===== config.mk =====
export PLATFORM = sky130hd
export DESIGN_NAME = astm_frame_builder_top
export DESIGN_NICKNAME = d
export VERILOG_FILES = /design/src/hdl/afb_pkg.sv /design/src/hdl/afb_front.sv /design/src/hdl/afb_queue.sv /design/src/hdl/afb_back.sv /design/src/hdl/astm_frame_builder_top.sv
export VERILOG_INCLUDE_DIRS = /design/src /design/src/hdl
export SDC_FILE = /design/constraint.sdc
export NUM_CORES = 1
export LEC_CHECK = 0
export BUFFER_PORTS_ARGS = -buffer_cell sky130_fd_sc_hd__buf_2
export CAP_MARGIN = 20
export CORE_MARGIN = 5
export CORE_UTILIZATION = 66
export CTS_CLUSTER_SIZE = 12
export DETAILED_ROUTE_END_ITERATION = 16
export GPL_TIMING_DRIVEN = 0
export PLACE_DENSITY_LB_ADDON = 0.25
export SYNTH_ARGS = -nofsm -noshare
export SYNTH_HDL_FRONTEND = slang
export SYNTH_SLANG_ARGS = --single-unit

===== constraint.sdc =====
create_clock -name clk -period 9.42 [get_ports clk]
set_input_delay 0.471 -clock clk [delete_from_list [all_inputs] [get_ports clk]]
set_output_delay 0.471 -clock clk [all_outputs]
set_load 0.005 [all_outputs]

===== src/hdl/assert_macros.svh =====
// Assertion helpers shared by the frame builder modules.
// Each macro expects clk and rst_n to be visible in the module that uses it.
`ifndef ASSERT_MACROS_SVH
`define ASSERT_MACROS_SVH

// Check a condition at every clock edge outside reset.
`define AFB_ASSERT(lbl, expr) \
  lbl: assert property (@(posedge clk) disable iff (!rst_n) (expr)) \
    else $error("frame builder assertion failed");

// Check that a condition in one cycle implies another in the next cycle.
`define AFB_ASSERT_NEXT(lbl, ante, cons) \
  lbl: assert property (@(posedge clk) disable iff (!rst_n) (ante) |=> (cons)) \
    else $error("frame builder assertion failed");

`endif


===== src/hdl/afb_pkg.sv =====
// ----------------------------------------------------------------------------
// afb_pkg
// Shared types, character codes and helpers of the framed-stream builder.
// ----------------------------------------------------------------------------
`timescale 1ns / 1ps
`default_nettype none

package afb_pkg;

  // Control characters of the link protocol
  localparam logic [7:0] CH_ENQ  = 8'h05;
  localparam logic [7:0] CH_EOT  = 8'h04;
  localparam logic [7:0] CH_STX  = 8'h02;
  localparam logic [7:0] CH_ETX  = 8'h03;
  localparam logic [7:0] CH_ETB  = 8'h17;
  localparam logic [7:0] CH_CR   = 8'h0D;
  localparam logic [7:0] CH_LF   = 8'h0A;
  localparam logic [7:0] CH_ZERO = 8'h30;

  localparam logic [7:0] TEXT_MAX   = 8'd239;
  localparam logic [7:0] TEXT_RESET = 8'd239;
  localparam logic [2:0] FNUM_RESET = 3'd1;

  localparam int QUEUE_DEPTH = 2;

  typedef enum logic [1:0] {
    OP_START  = 2'd0,
    OP_DATA   = 2'd1,
    OP_END    = 2'd2,
    OP_UNUSED = 2'd3
  } op_t;

  // Byte slots of one transaction's output, in emission order
  typedef enum logic [3:0] {
    SL_STX   = 4'd0,
    SL_NUM   = 4'd1,
    SL_DATA  = 4'd2,
    SL_CR1   = 4'd3,
    SL_ETX   = 4'd4,
    SL_ETB   = 4'd5,
    SL_C1    = 4'd6,
    SL_C2    = 4'd7,
    SL_CR2   = 4'd8,
    SL_LF    = 4'd9,
    SL_TAIL  = 4'd10,
    SL_START = 4'd11
  } slot_t;

  localparam int SLOT_COUNT = 11;

  // Work description handed from the front to the back
  typedef struct packed {
    logic       has_open;
    logic [7:0] num_char;
    logic       has_data;
    logic [7:0] data;
    logic       has_close;
    logic       close_final;
    logic [7:0] checksum;
    logic       has_tail;
    logic [7:0] tail_char;
  } desc_t;

  function automatic logic [7:0] hex_digit(input logic [3:0] v);
    hex_digit = (v < 4'd10) ? (8'h30 + {4'd0, v}) : (8'h37 + {4'd0, v});
  endfunction

endpackage

`default_nettype wire


===== src/hdl/afb_front.sv =====
// ----------------------------------------------------------------------------
// afb_front
// Accepts input transactions, tracks frame state, emits work descriptors.
// ----------------------------------------------------------------------------
`timescale 1ns / 1ps
`default_nettype none

module afb_front (
  input  wire                 clk,
  input  wire                 rst_n,
  input  wire  [7:0]          max_text,
  input  wire                 in_valid,
  input  wire  [1:0]          in_operation,
  input  wire  [7:0]          in_data_byte,
  input  wire                 in_record_last,
  input  wire                 q_ready,
  output logic                q_push,
  output afb_pkg::desc_t      q_desc
);

  logic [2:0] frame_number_r, frame_number_nxt;
  logic       in_frame_r, in_frame_nxt;
  logic [7:0] text_count_r, text_count_nxt;
  logic [7:0] running_sum_r, running_sum_nxt;

  logic        fire;
  logic [7:0]  limit;
  logic [7:0]  num_char;
  logic [7:0]  sum_data;
  logic [7:0]  count_inc;
  logic [7:0]  sum_final;
  afb_pkg::op_t op;

  assign op       = afb_pkg::op_t'(in_operation);
  assign fire     = in_valid && q_ready;
  assign num_char = afb_pkg::CH_ZERO + {5'd0, frame_number_r};
  // Clamp the register into 1..239
  assign limit    = (max_text == 8'd0) ? 8'd1 :
                    (max_text > afb_pkg::TEXT_MAX) ? afb_pkg::TEXT_MAX : max_text;
  assign sum_data  = (in_frame_r ? running_sum_r : num_char) + in_data_byte;
  assign count_inc = (in_frame_r ? text_count_r : 8'd0) + 8'd1;
  // Checksum of an open frame closed as a record end
  assign sum_final = running_sum_r + afb_pkg::CH_CR + afb_pkg::CH_ETX;

  always_comb begin
    frame_number_nxt = frame_number_r;
    in_frame_nxt     = in_frame_r;
    text_count_nxt   = text_count_r;
    running_sum_nxt  = running_sum_r;
    q_push           = 1'b0;
    q_desc           = '0;
    if (fire) begin
      unique case (op)
        afb_pkg::OP_START, afb_pkg::OP_END: begin
          q_push               = 1'b1;
          q_desc.has_close     = in_frame_r;
          q_desc.close_final   = 1'b1;
          q_desc.checksum      = sum_final;
          q_desc.has_tail      = 1'b1;
          q_desc.tail_char     = (op == afb_pkg::OP_START) ? afb_pkg::CH_ENQ
                                                           : afb_pkg::CH_EOT;
          in_frame_nxt         = 1'b0;
          text_count_nxt       = 8'd0;
          running_sum_nxt      = 8'd0;
          if (op == afb_pkg::OP_START) begin
            frame_number_nxt = afb_pkg::FNUM_RESET;
          end else if (in_frame_r) begin
            frame_number_nxt = frame_number_r + 3'd1;
          end
        end
        afb_pkg::OP_DATA: begin
          q_push          = 1'b1;
          q_desc.has_open = !in_frame_r;
          q_desc.num_char = num_char;
          q_desc.has_data = 1'b1;
          q_desc.data     = in_data_byte;
          if (in_record_last) begin
            q_desc.has_close   = 1'b1;
            q_desc.close_final = 1'b1;
            q_desc.checksum    = sum_data + afb_pkg::CH_CR + afb_pkg::CH_ETX;
          end else if (count_inc >= limit) begin
            q_desc.has_close   = 1'b1;
            q_desc.close_final = 1'b0;
            q_desc.checksum    = sum_data + afb_pkg::CH_ETB;
          end
          if (q_desc.has_close) begin
            in_frame_nxt     = 1'b0;
            text_count_nxt   = 8'd0;
            running_sum_nxt  = 8'd0;
            frame_number_nxt = frame_number_r + 3'd1;
          end else begin
            in_frame_nxt    = 1'b1;
            text_count_nxt  = count_inc;
            running_sum_nxt = sum_data;
          end
        end
        afb_pkg::OP_UNUSED: begin
          // drop: no output, state unchanged
          q_push = 1'b0;
        end
        default: q_push = 1'b0;
      endcase
    end
  end

  always_ff @(posedge clk) begin
    if (!rst_n) begin
      frame_number_r <= afb_pkg::FNUM_RESET;
      in_frame_r     <= 1'b0;
      text_count_r   <= 8'd0;
      running_sum_r  <= 8'd0;
    end else begin
      frame_number_r <= frame_number_nxt;
      in_frame_r     <= in_frame_nxt;
      text_count_r   <= text_count_nxt;
      running_sum_r  <= running_sum_nxt;
    end
  end

`include "assert_macros.svh"

  `AFB_ASSERT_NEXT(a_close_clears_frame, q_push && q_desc.has_close, !in_frame_r && (text_count_r == 8'd0) && (running_sum_r == 8'd0))
  `AFB_ASSERT(a_open_only_when_idle, !(q_push && q_desc.has_open && in_frame_r))

endmodule

`default_nettype wire


===== src/hdl/afb_queue.sv =====
// ----------------------------------------------------------------------------
// afb_queue
// Small descriptor FIFO decoupling the front from the back.
// ----------------------------------------------------------------------------
`timescale 1ns / 1ps
`default_nettype none

module afb_queue #(
  parameter int DEPTH = afb_pkg::QUEUE_DEPTH
) (
  input  wire                 clk,
  input  wire                 rst_n,
  input  wire                 push,
  input  afb_pkg::desc_t      push_desc,
  output logic                push_ready,
  input  wire                 pop,
  output logic                head_valid,
  output afb_pkg::desc_t      head_desc
);

  localparam int PW = (DEPTH > 1) ? $clog2(DEPTH) : 1;
  localparam int CW = $clog2(DEPTH + 1);
  localparam logic [PW-1:0] PTR_LAST = PW'(DEPTH - 1);
  localparam logic [CW-1:0] CNT_FULL = CW'(DEPTH);

  afb_pkg::desc_t slots_r [DEPTH];
  logic [PW-1:0] wr_ptr_r, wr_ptr_nxt;
  logic [PW-1:0] rd_ptr_r, rd_ptr_nxt;
  logic [CW-1:0] count_r, count_nxt;
  logic          do_push, do_pop;

  assign push_ready = (count_r != CNT_FULL);
  assign head_valid = (count_r != '0);
  assign head_desc  = slots_r[rd_ptr_r];
  assign do_push    = push && push_ready;
  assign do_pop     = pop && head_valid;

  always_comb begin
    wr_ptr_nxt = wr_ptr_r;
    rd_ptr_nxt = rd_ptr_r;
    count_nxt  = count_r;
    if (do_push) begin
      wr_ptr_nxt = (wr_ptr_r == PTR_LAST) ? '0 : wr_ptr_r + PW'(1);
    end
    if (do_pop) begin
      rd_ptr_nxt = (rd_ptr_r == PTR_LAST) ? '0 : rd_ptr_r + PW'(1);
    end
    if (do_push && !do_pop) begin
      count_nxt = count_r + CW'(1);
    end else if (do_pop && !do_push) begin
      count_nxt = count_r - CW'(1);
    end
  end

  always_ff @(posedge clk) begin
    if (!rst_n) begin
      wr_ptr_r <= '0;
      rd_ptr_r <= '0;
      count_r  <= '0;
    end else begin
      wr_ptr_r <= wr_ptr_nxt;
      rd_ptr_r <= rd_ptr_nxt;
      count_r  <= count_nxt;
    end
  end

  always_ff @(posedge clk) begin
    if (do_push) begin
      slots_r[wr_ptr_r] <= push_desc;
    end
  end

`include "assert_macros.svh"

  `AFB_ASSERT(a_count_in_range, count_r <= CNT_FULL)

endmodule

`default_nettype wire


===== src/hdl/afb_back.sv =====
// ----------------------------------------------------------------------------
// afb_back
// Walks the byte slots of each descriptor into the output register.
// ----------------------------------------------------------------------------
`timescale 1ns / 1ps
`default_nettype none

module afb_back (
  input  wire                 clk,
  input  wire                 rst_n,
  input  wire                 head_valid,
  input  afb_pkg::desc_t      head_desc,
  output logic                pop,
  output logic                out_valid,
  input  wire                 out_ready,
  output logic [7:0]          out_byte,
  output logic                out_last
);

  localparam int SW = 4;

  afb_pkg::slot_t slot_r, slot_nxt;
  afb_pkg::slot_t eff_slot;
  afb_pkg::slot_t next_slot;

  logic                          out_valid_r, out_valid_nxt;
  logic [7:0]                    out_byte_r, out_byte_nxt;
  logic                          out_last_r, out_last_nxt;
  logic [afb_pkg::SLOT_COUNT-1:0] en;
  logic [afb_pkg::SLOT_COUNT-1:0] from_cur;
  logic [afb_pkg::SLOT_COUNT-1:0] after_eff;
  logic                          has_next;
  logic                          load;
  logic [7:0]                    slot_byte;

  // Lowest set bit of a slot mask
  function automatic logic [SW-1:0] lowest(input logic [afb_pkg::SLOT_COUNT-1:0] v);
    logic [SW-1:0] idx;
    idx = '0;
    for (int i = afb_pkg::SLOT_COUNT - 1; i >= 0; i--) begin
      if (v[i]) begin
        idx = SW'(i);
      end
    end
    return idx;
  endfunction

  always_comb begin
    en = '0;
    en[afb_pkg::SL_STX]  = head_desc.has_open;
    en[afb_pkg::SL_NUM]  = head_desc.has_open;
    en[afb_pkg::SL_DATA] = head_desc.has_data;
    en[afb_pkg::SL_CR1]  = head_desc.has_close && head_desc.close_final;
    en[afb_pkg::SL_ETX]  = head_desc.has_close && head_desc.close_final;
    en[afb_pkg::SL_ETB]  = head_desc.has_close && !head_desc.close_final;
    en[afb_pkg::SL_C1]   = head_desc.has_close;
    en[afb_pkg::SL_C2]   = head_desc.has_close;
    en[afb_pkg::SL_CR2]  = head_desc.has_close;
    en[afb_pkg::SL_LF]   = head_desc.has_close;
    en[afb_pkg::SL_TAIL] = head_desc.has_tail;
    for (int i = 0; i < afb_pkg::SLOT_COUNT; i++) begin
      from_cur[i]  = (slot_r == afb_pkg::SL_START) || (SW'(i) >= slot_r);
      after_eff[i] = en[i] && (SW'(i) > eff_slot);
    end
  end

  assign eff_slot  = afb_pkg::slot_t'(lowest(en & from_cur));
  assign has_next  = (after_eff != '0);
  assign next_slot = afb_pkg::slot_t'(lowest(after_eff));
  assign load      = head_valid && (!out_valid_r || out_ready);
  assign pop       = load && !has_next;

  // Next state of the slot sequencer
  always_comb begin
    slot_nxt = slot_r;
    if (load) begin
      slot_nxt = has_next ? next_slot : afb_pkg::SL_START;
    end
  end

  // Byte for the current slot
  always_comb begin
    unique case (eff_slot) inside
      afb_pkg::SL_STX:                  slot_byte = afb_pkg::CH_STX;
      afb_pkg::SL_NUM:                  slot_byte = head_desc.num_char;
      afb_pkg::SL_DATA:                 slot_byte = head_desc.data;
      afb_pkg::SL_CR1, afb_pkg::SL_CR2: slot_byte = afb_pkg::CH_CR;
      afb_pkg::SL_ETX:                  slot_byte = afb_pkg::CH_ETX;
      afb_pkg::SL_ETB:                  slot_byte = afb_pkg::CH_ETB;
      afb_pkg::SL_C1:  slot_byte = afb_pkg::hex_digit(head_desc.checksum[7:4]);
      afb_pkg::SL_C2:  slot_byte = afb_pkg::hex_digit(head_desc.checksum[3:0]);
      afb_pkg::SL_LF:                   slot_byte = afb_pkg::CH_LF;
      afb_pkg::SL_TAIL:                 slot_byte = head_desc.tail_char;
      default:                          slot_byte = 8'h00;
    endcase
  end

  // Output register
  always_comb begin
    out_valid_nxt = out_valid_r;
    out_byte_nxt  = out_byte_r;
    out_last_nxt  = out_last_r;
    if (load) begin
      out_valid_nxt = 1'b1;
      out_byte_nxt  = slot_byte;
      out_last_nxt  = !has_next;
    end else if (out_ready) begin
      out_valid_nxt = 1'b0;
    end
  end

  always_ff @(posedge clk) begin
    if (!rst_n) begin
      slot_r      <= afb_pkg::SL_START;
      out_valid_r <= 1'b0;
    end else begin
      slot_r      <= slot_nxt;
      out_valid_r <= out_valid_nxt;
    end
  end

  always_ff @(posedge clk) begin
    out_byte_r <= out_byte_nxt;
    out_last_r <= out_last_nxt;
  end

  assign out_valid = out_valid_r;
  assign out_byte  = out_byte_r;
  assign out_last  = out_last_r;

`include "assert_macros.svh"

  `AFB_ASSERT(a_mid_desc_has_head, (slot_r == afb_pkg::SL_START) || head_valid)
  `AFB_ASSERT(a_desc_not_empty, !head_valid || (en != '0))

endmodule

`default_nettype wire


===== src/hdl/astm_frame_builder_top.sv =====
// ----------------------------------------------------------------------------
// astm_frame_builder_top
// Framed-stream builder for a laboratory link session (E1381 style framing).
// ----------------------------------------------------------------------------
// Each input transaction is a session start, a record text byte or a session
// end; the block returns the framed byte stream, one output transaction per
// byte, with out_last marking the final byte caused by an input. A start gives
// ENQ and resets the frame number to 1, an end gives EOT, and either one first
// closes an open frame as a record end. Text bytes are wrapped into frames of
// STX, frame digit (1..7 then 0), text, then CR ETX or ETB, two upper-case hex
// checksum characters, CR LF. cfg_wdata written with cfg_we sets the most text
// bytes per frame (reset 239; 0 acts as 1, above 239 acts as 239); write it
// only while the block is idle. The front stage takes one input per cycle as
// long as its descriptor queue (QUEUE_DEPTH entries) has room; the back stage
// sends one output byte per cycle while out_ready is high and a descriptor
// waits. An input gives 1 to 9 bytes: 1 for a text byte inside a frame, 3 to
// open one, up to 9 to open, fill and close one; output limits steady state.
// ----------------------------------------------------------------------------
`timescale 1ns / 1ps
`default_nettype none

module astm_frame_builder_top #(
  parameter int QUEUE_DEPTH = afb_pkg::QUEUE_DEPTH
) (
  input  wire         clk,
  input  wire         rst_n,
  // configuration
  input  wire         cfg_we,
  input  wire  [7:0]  cfg_wdata,
  // input channel
  input  wire         in_valid,
  output logic        in_ready,
  input  wire  [1:0]  in_operation,
  input  wire  [7:0]  in_data_byte,
  input  wire         in_record_last,
  // result channel
  output logic        out_valid,
  input  wire         out_ready,
  output logic [7:0]  out_byte,
  output logic        out_last
);

  logic [7:0]     max_text_r, max_text_nxt;
  logic           q_push;
  logic           q_ready;
  afb_pkg::desc_t q_desc;
  logic           head_valid;
  afb_pkg::desc_t head_desc;
  logic           pop;

  // Frame size limit; user writes it only while idle, the block does not check
  assign max_text_nxt = cfg_we ? cfg_wdata : max_text_r;

  always_ff @(posedge clk) begin
    if (!rst_n) begin
      max_text_r <= afb_pkg::TEXT_RESET;
    end else begin
      max_text_r <= max_text_nxt;
    end
  end

  // Accept a transaction whenever the queue can take its descriptor
  assign in_ready = q_ready;

  // Front: classify the transaction and update frame state
  afb_front u_front (
    .clk            (clk),
    .rst_n          (rst_n),
    .max_text       (max_text_r),
    .in_valid       (in_valid),
    .in_operation   (in_operation),
    .in_data_byte   (in_data_byte),
    .in_record_last (in_record_last),
    .q_ready        (q_ready),
    .q_push         (q_push),
    .q_desc         (q_desc)
  );

  // Queue: let front and back stall independently
  afb_queue #(
    .DEPTH (QUEUE_DEPTH)
  ) u_queue (
    .clk        (clk),
    .rst_n      (rst_n),
    .push       (q_push),
    .push_desc  (q_desc),
    .push_ready (q_ready),
    .pop        (pop),
    .head_valid (head_valid),
    .head_desc  (head_desc)
  );

  // Back: emit the bytes of each descriptor, one per cycle while out_ready allows
  afb_back u_back (
    .clk        (clk),
    .rst_n      (rst_n),
    .head_valid (head_valid),
    .head_desc  (head_desc),
    .pop        (pop),
    .out_valid  (out_valid),
    .out_ready  (out_ready),
    .out_byte   (out_byte),
    .out_last   (out_last)
  );

endmodule

`default_nettype wire

# ---- Word level (Yosys, flattened, before mapping)
# Memories as Yosys holds them, arrays and structs flattened. A register that Yosys moved wholly into a read port is not among the register bits.
# Index checks and enable logic that the tools add are counted.
dict set report word_totals {
  reg_bits 46
  ram_bits 74
  output_inout_bits 11
  elab_cells 186
  n_memories 1
}
# memory words word_bits rd rd_ports_with_merged_regs wr line
set memory_table {}
lappend memory_table {u_queue.slots_r 2 37 1 1 1 afb_queue.sv:26} ;# afb_pkg::desc_t slots_r [DEPTH];
dict set report op_classes {
  add_sub_neg 17
  order_cmp 26
  n_eq_ne 17
  muxes 61
  bitwise 1
  reduce_logical 51
}
# cell n
set op_table {}
lappend op_table {{$mux 4} 23}
lappend op_table {{$pmux 8 s10} 1}
lappend op_table {{$mux 8} 8}
lappend op_table {{$mux 10} 4}
lappend op_table {{$mux 37} 1}
lappend op_table {{$pmux 8 s2} 2}
lappend op_table {{$add 6x4->7 const A} 4}
lappend op_table {{$logic_and 1x1->1} 20}
lappend op_table {{$pmux 10 s2} 1}
lappend op_table {{$mux 18} 1}
lappend op_table {{$add 8x2->8 const B} 2}
lappend op_table {{$add 8x4->8 const B} 2}
lappend op_table {{$eq 4x3->1 const B} 4}
lappend op_table {{$eq 4x4->1 const B} 4}
lappend op_table {{$ge 3x4->1 const A} 4}
lappend op_table {{$gt 3x4->1 const A} 4}
lappend op_table {{$ge 4x4->1 const A} 3}
lappend op_table {{$gt 4x4->1 const A} 3}
lappend op_table {{$logic_or 1x1->1} 12}
lappend op_table {{$and 11x11->11} 1}
lappend op_table {{$mux 1} 11}
lappend op_table {{$reduce_bool 11->1} 1}
lappend op_table {{$mux 3} 3}
lappend op_table {{$mux 9} 1}
lappend op_table {{other kinds (33)} 53}

# ---- Longest topological paths before layout
dict set report depth {
  depth_word 28
  ltp_mapped 15
  mapped_depth_nobuf 13
}

# ---- Cells and area by module
# Synthesis repeated with hierarchy kept, for this count alone.
dict set report unflattened {
  hier_cells 612
  area_unflattened_um2 6749.0
}
# mod n_inst cells_per_inst area_each_um2 seq_area_each_um2
set modules_own_cells {}
lappend modules_own_cells {afb_queue 1 139 2909.0 2322.2}
lappend modules_own_cells {afb_front 1 275 2192.1 400.4}
lappend modules_own_cells {afb_back 1 172 1360.1 370.4}
lappend modules_own_cells {astm_frame_builder_top 1 26 287.8 160.2}

# ---- Worst setup path before layout
# Ideal clock, no wire load.
dict set report synth_path {
  path_kind {reg2reg}
  from {reg u_front.in_frame_r}
  to {mem u_queue.slots_r[0][15] (netlist name), data pin}
  setup_time_ps 267
  arrival_ps 2792
  required_time_ps 9153
  setup_slack_ps 6361
  path_stages_with_launch 14
  n_path_buf 1
  path_cell_list {dfxtp_1 > clkbuf_1 > mux2_2 > ha_1 > a21o_1 > a21oi_1 > o21ai_0 > nor2_1 > xor2_1 > inv_1 > ha_1 > a21oi_1 > xnor2_1 > o22ai_1}
}
# item line
set synth_rtl {}
lappend synth_rtl {{start, declared} afb_front.sv:22} ;# logic in_frame_r, in_frame_nxt;
lappend synth_rtl {{start signal, assigned} afb_front.sv:114} ;# in_frame_r <= in_frame_nxt;
lappend synth_rtl {{end, declared} afb_queue.sv:26}

# ---- Final worst setup path
dict set report layout_path {
  from {reg u_front.in_frame_r}
  to {reg u_front.running_sum_r[3]}
}
dict set report layout_via {
  elab_chain_len 9
}
# item line
set layout_lines {}
lappend layout_lines {{$mux 8} afb_front.sv:41} ;# assign count_inc = (in_frame_r ? text_count_r : 8'd0) + 8'd1;
lappend layout_lines {{$add 8x1->8} afb_front.sv:41}
lappend layout_lines {{$ge 8x8->1} afb_front.sv:81} ;# end else if (count_inc >= limit) begin
lappend layout_lines {{$mux 10} afb_front.sv:81}
lappend layout_lines {{$mux 10} afb_front.sv:77} ;# if (in_record_last) begin
lappend layout_lines {{$mux 10} afb_front.sv:53} ;# unique case (op)
lappend layout_lines {{$mux 10} afb_front.sv:52} ;# if (fire) begin
lappend layout_lines {{$mux 8 *} afb_front.sv:86} ;# if (q_desc.has_close) begin
lappend layout_lines {{$pmux 8 s2 *} afb_front.sv:53}
lappend layout_lines {{end signal, assigned} afb_front.sv:116} ;# running_sum_r <= running_sum_nxt;
lappend layout_lines {{end, declared} afb_front.sv:24} ;# logic [7:0] running_sum_r, running_sum_nxt;
# Every way passes the cells marked *; elsewhere a longest branch is shown, timed or not. The select of a mux whose other input is x is not followed.
# A chain may end at the register's enable or synchronous reset.

==> results by group <==
Floorplanning
  – Die Ht: 102 microns
  – Core area: 8260 sq um
  – Die ar.: 10,400 sq um
  – DIE WIDTH: 102 microns
  – Initial cell density of the core: 0.678
  – I/O Pins: 35
  – Row cnt: 33

Clocking
  – Clock transition at path regs: 0.10 ns
  – # resized after CTS: 0
  – Postcts setup bufs: 0
  – Sink count of the clock tree: 97
  – CTS tree: yes
  – Clock latency on the worst-skew pair: 0.37 ns
  – Deepest clock path buffer count: 2
  – # H-tree levels: 3
  – Cts hold-fix bufs: 0
  – Clk root buf: clkbuf_8
  – CTS buffer count: 9

Global routing
  – GRT Residual Overflow: 0
  – Vias in the first global route: 4,241
  – Largest net degree at the start of global routing: 20
  – Antenna violations before repair: 0
  – Gr usage total: 0.249
  – First-pass GRT wire length: 20.3 mm

Pwr
  – Comb power frac: 0.404
  – Clock power share: 0.193
  – Sw Pwr: 530 uW
  – Seq pwr share: 0.403
  – Worst ir drop on vdd: 0.113 mV
  – Lkg Pwr: 0.00233 uW
  – Switching share of power: 0.382
  – Cell-internal power: 858 uW
  – Pwr Density: 227 nW/um^2

Yosys
  – Top post-synthesis cells by area: edfxtp_1 (32%), dfxtp_1 (14%), mux2i_1 (5.9%)
  – Synth Warn #: 0
  – Seq/Total Area, Yosys: 0.452
  – Synth Instances: 557
  – Area leader, netlist: edfxtp_1
  – Post-synth ARST share: 0
  – Mapped Avg Cell Area: 10.1 sq um
  – Syn Std Cell Area: 5600 sq um
  – Flops & latches, synth: 97
  – Number of synthesized flops with an enable pin: 59
  – Top FF cell, synth: edfxtp_1
  – Synth cell types: 69
  – Syn_nets: 606
  – Yosys top cell area share: 0.316

Critical path
  – CP max stage delay: 0.62 ns
  – Crit-path max FO: 10
  – Critical path arrival: 3.91 ns
  – CP endpoint kind: flop
  – Worst Setup Start Kind: flop
  – Worst Path Required: 9.69 ns
  – Critical-path top delay cell: o21ai_0
  – Setup Crit Path Kind: flop to flop
  – Crit path cell chain: clkbuf_1, and2_1, ha_1, nand3_1, nor2_1, xnor2_1, nor2_1, ha_1, o21a_1, nor3_1, o21ai_0, clkbuf_1, o21ai_0, and2_1

Detailed routing
  – Vias/cell: 6.02
  – Iter 0 DRT Violations: 238
  – DR DRC count: 0
  – Routed vias: 4,286
  – Antenna-violating nets left: 0
  – Drt pass-1 iters: 5
  – Post-DR wirelength/cell: 17.3 microns
  – Final WL: 12.3 mm

Place
  – Number of port buffers: 32
  – Dpl ws: 5.88 ns
  – Post-Place Cells: 696
  – HPWL Detailed: 9.35 mm
  – GP Congestion: 0.955

Timing
  – Final Cycle Share: 0.386
  – Unrepaired setup endpoints after global routing: no
  – Worst Clk Skew: 0.0128 ns
  – Post-route setup slack: 5.78 ns
  – Total negative slack: 0 ns
  – Worst slew pin tran: 0.745 ns
  – Slew margin rel.: 0.498
  – Crit path time final: 3.64 ns
  – Final Hold Fails: 0
  – Max Clk Rate: 275 MHz
  – Setup Viol. Count Final: 0
  – Slew Viols, Final: 0

Cells and area
  – Non-filler cells, final: 712
  – Fraction of layout cells with a size suffix above 1: 0.140
  – Nets: 651
  – Post-route core utilization: 0.741
  – Filler cells: 589
  – Area delta synth->final: 9.37%
  – # diodes: 0

Status
  – Status: completed

Worst hold path
  – Hold Path Class: input pin to flop

Run
  – Max-cap violations: 0
==> worst max-delay path: cells and delay by family, from the launching register on <==
kind / cells / cell delay (ns)
buf+inv: 2 / 0.79
fa+ha+maj: 2 / 0.49
simple gates: 6 / 0.81
xor+xnor: 1 / 0.15
compound gates: 3 / 0.86
flops: 1 / 0.42
==> logic make-up (layout without fill, tap and decap cells) <==
family	after synthesis	in the layout	synth area share
buffers and inverters	46	96	0.0346
AOI/OAI and AO/OA	117	117	0.151
xor gates and xnor gates	27	27	0.0422
muxes	42	42	0.0782
DFF	97	97	0.452
adders and majority gates	25	25	0.0572
and+or+nand+nor	203	203	0.184
==> layer usage <==
metal	wire length, microns	GRT usage	part of all wire	vias up
li1	-	-	-	2088
met1	5330	0.317	0.43	2027
met2	6210	0.427	0.50	143
met3	469	0.0362	0.038	28
met4	290	0.0989	0.024	0
met5	0	0	0	-
==> worst paths after layout <==
kind	from	to	slack (ns)	cells after the start
min	cfg_wdata[5]	max_text_r[5]	0.32	3
max	u_front.in_frame_r	u_front.running_sum_r[3]	5.78	14
max reg2reg	u_front.in_frame_r	u_front.running_sum_r[3]	5.78	14
min reg2reg	u_queue.rd_ptr_r	u_queue.rd_ptr_r	0.49	2
==> cell usage in the layout, fill, tap and decap left out, types with 10 or more instances in the layout <==
cell type  instances
dfxtp_1           38
and2_1            30
nor2_1            35
or3_1             10
nand2_1           58
nand2b_1          14
xor2_1            12
edfxtp_1          59
o21ai_0           29
mux2i_1           33
nor2b_1           10
xnor2_1           15
nand3_1           10
buf_2             37
nor3_1            11
ha_1              24
clkbuf_1          14
a21oi_1           15
inv_1             22
==> synthesized netlist by cell type (3+ instances only) <==
| library cell | count |
|---|---|
| a211oi_1 | 4 |
| a21boi_0 | 9 |
| a21o_1 | 5 |
| a21oi_1 | 15 |
| a21oi_2 | 3 |
| a31oi_1 | 4 |
| and2_1 | 30 |
| buf_1 | 3 |
| buf_2 | 5 |
| clkbuf_1 | 14 |
| dfxtp_1 | 38 |
| edfxtp_1 | 59 |
| ha_1 | 24 |
| inv_1 | 22 |
| mux2_2 | 7 |
| mux2i_1 | 33 |
| nand2_1 | 58 |
| nand2b_1 | 14 |
| nand3_1 | 10 |
| nand3b_1 | 3 |
| nor2_1 | 37 |
| nor2b_1 | 10 |
| nor3_1 | 11 |
| nor4_1 | 5 |
| o211ai_1 | 8 |
| o21a_1 | 3 |
| o21ai_0 | 29 |
| o21ai_1 | 4 |
| o22ai_1 | 3 |
| or2_2 | 3 |
| or3_1 | 10 |
| xnor2_1 | 15 |
| xor2_1 | 12 |
==> power by group through the flow <==
stage	Combinational (uW)	Clock (uW)	Sequential, uW
after floorplan	409	0	566
after global routing	614	289	566
final	561	268	559
after CTS	552	271	560
after detailed placement	548	0	570
after global placement	527	0	566
==> layout make-up <==
cell class                 instances  area [sq um]  area share
inverter                          22          82.6      0.0135
buffer                            24           111      0.0182
clock inverter                     7          73.8      0.0121
timing repair buffer              34           190      0.0311
clock buffer                       9           124      0.0202
tap                              105           131      0.0215
sequential                        97          2530       0.414
multi-input combinational        414          2880       0.470
==> through the flow <==
step           area, sq um  power [uW]  hold slack, ns
2_1_floorplan         5600         975           0.443
3_3_place_gp          5890        1090           0.463
3_5_place_dp          5920        1120           0.476
4_1_cts               6120        1380           0.312
5_1_grt               6120        1470           0.304
6_report              6120        1390           0.318
==> sequential cells by signal (all words and copies together), names as in the netlist, named ones only <==
| signal | flops |
|---|---|
| u_back.out_valid | 1 |
| u_queue.slots_r | 50 |
| u_front.frame_number_r | 3 |
| u_back.slot_r | 4 |
| u_queue.rd_ptr_r | 1 |
| u_front.in_frame_r | 1 |
| u_back.out_byte | 8 |
| max_text_r | 8 |
| u_front.running_sum_r | 8 |
| u_queue.wr_ptr_r | 1 |
| u_front.text_count_r | 8 |
| u_queue.count_r | 2 |
| u_back.out_last | 1 |
(Power assumes the default switching activity.)
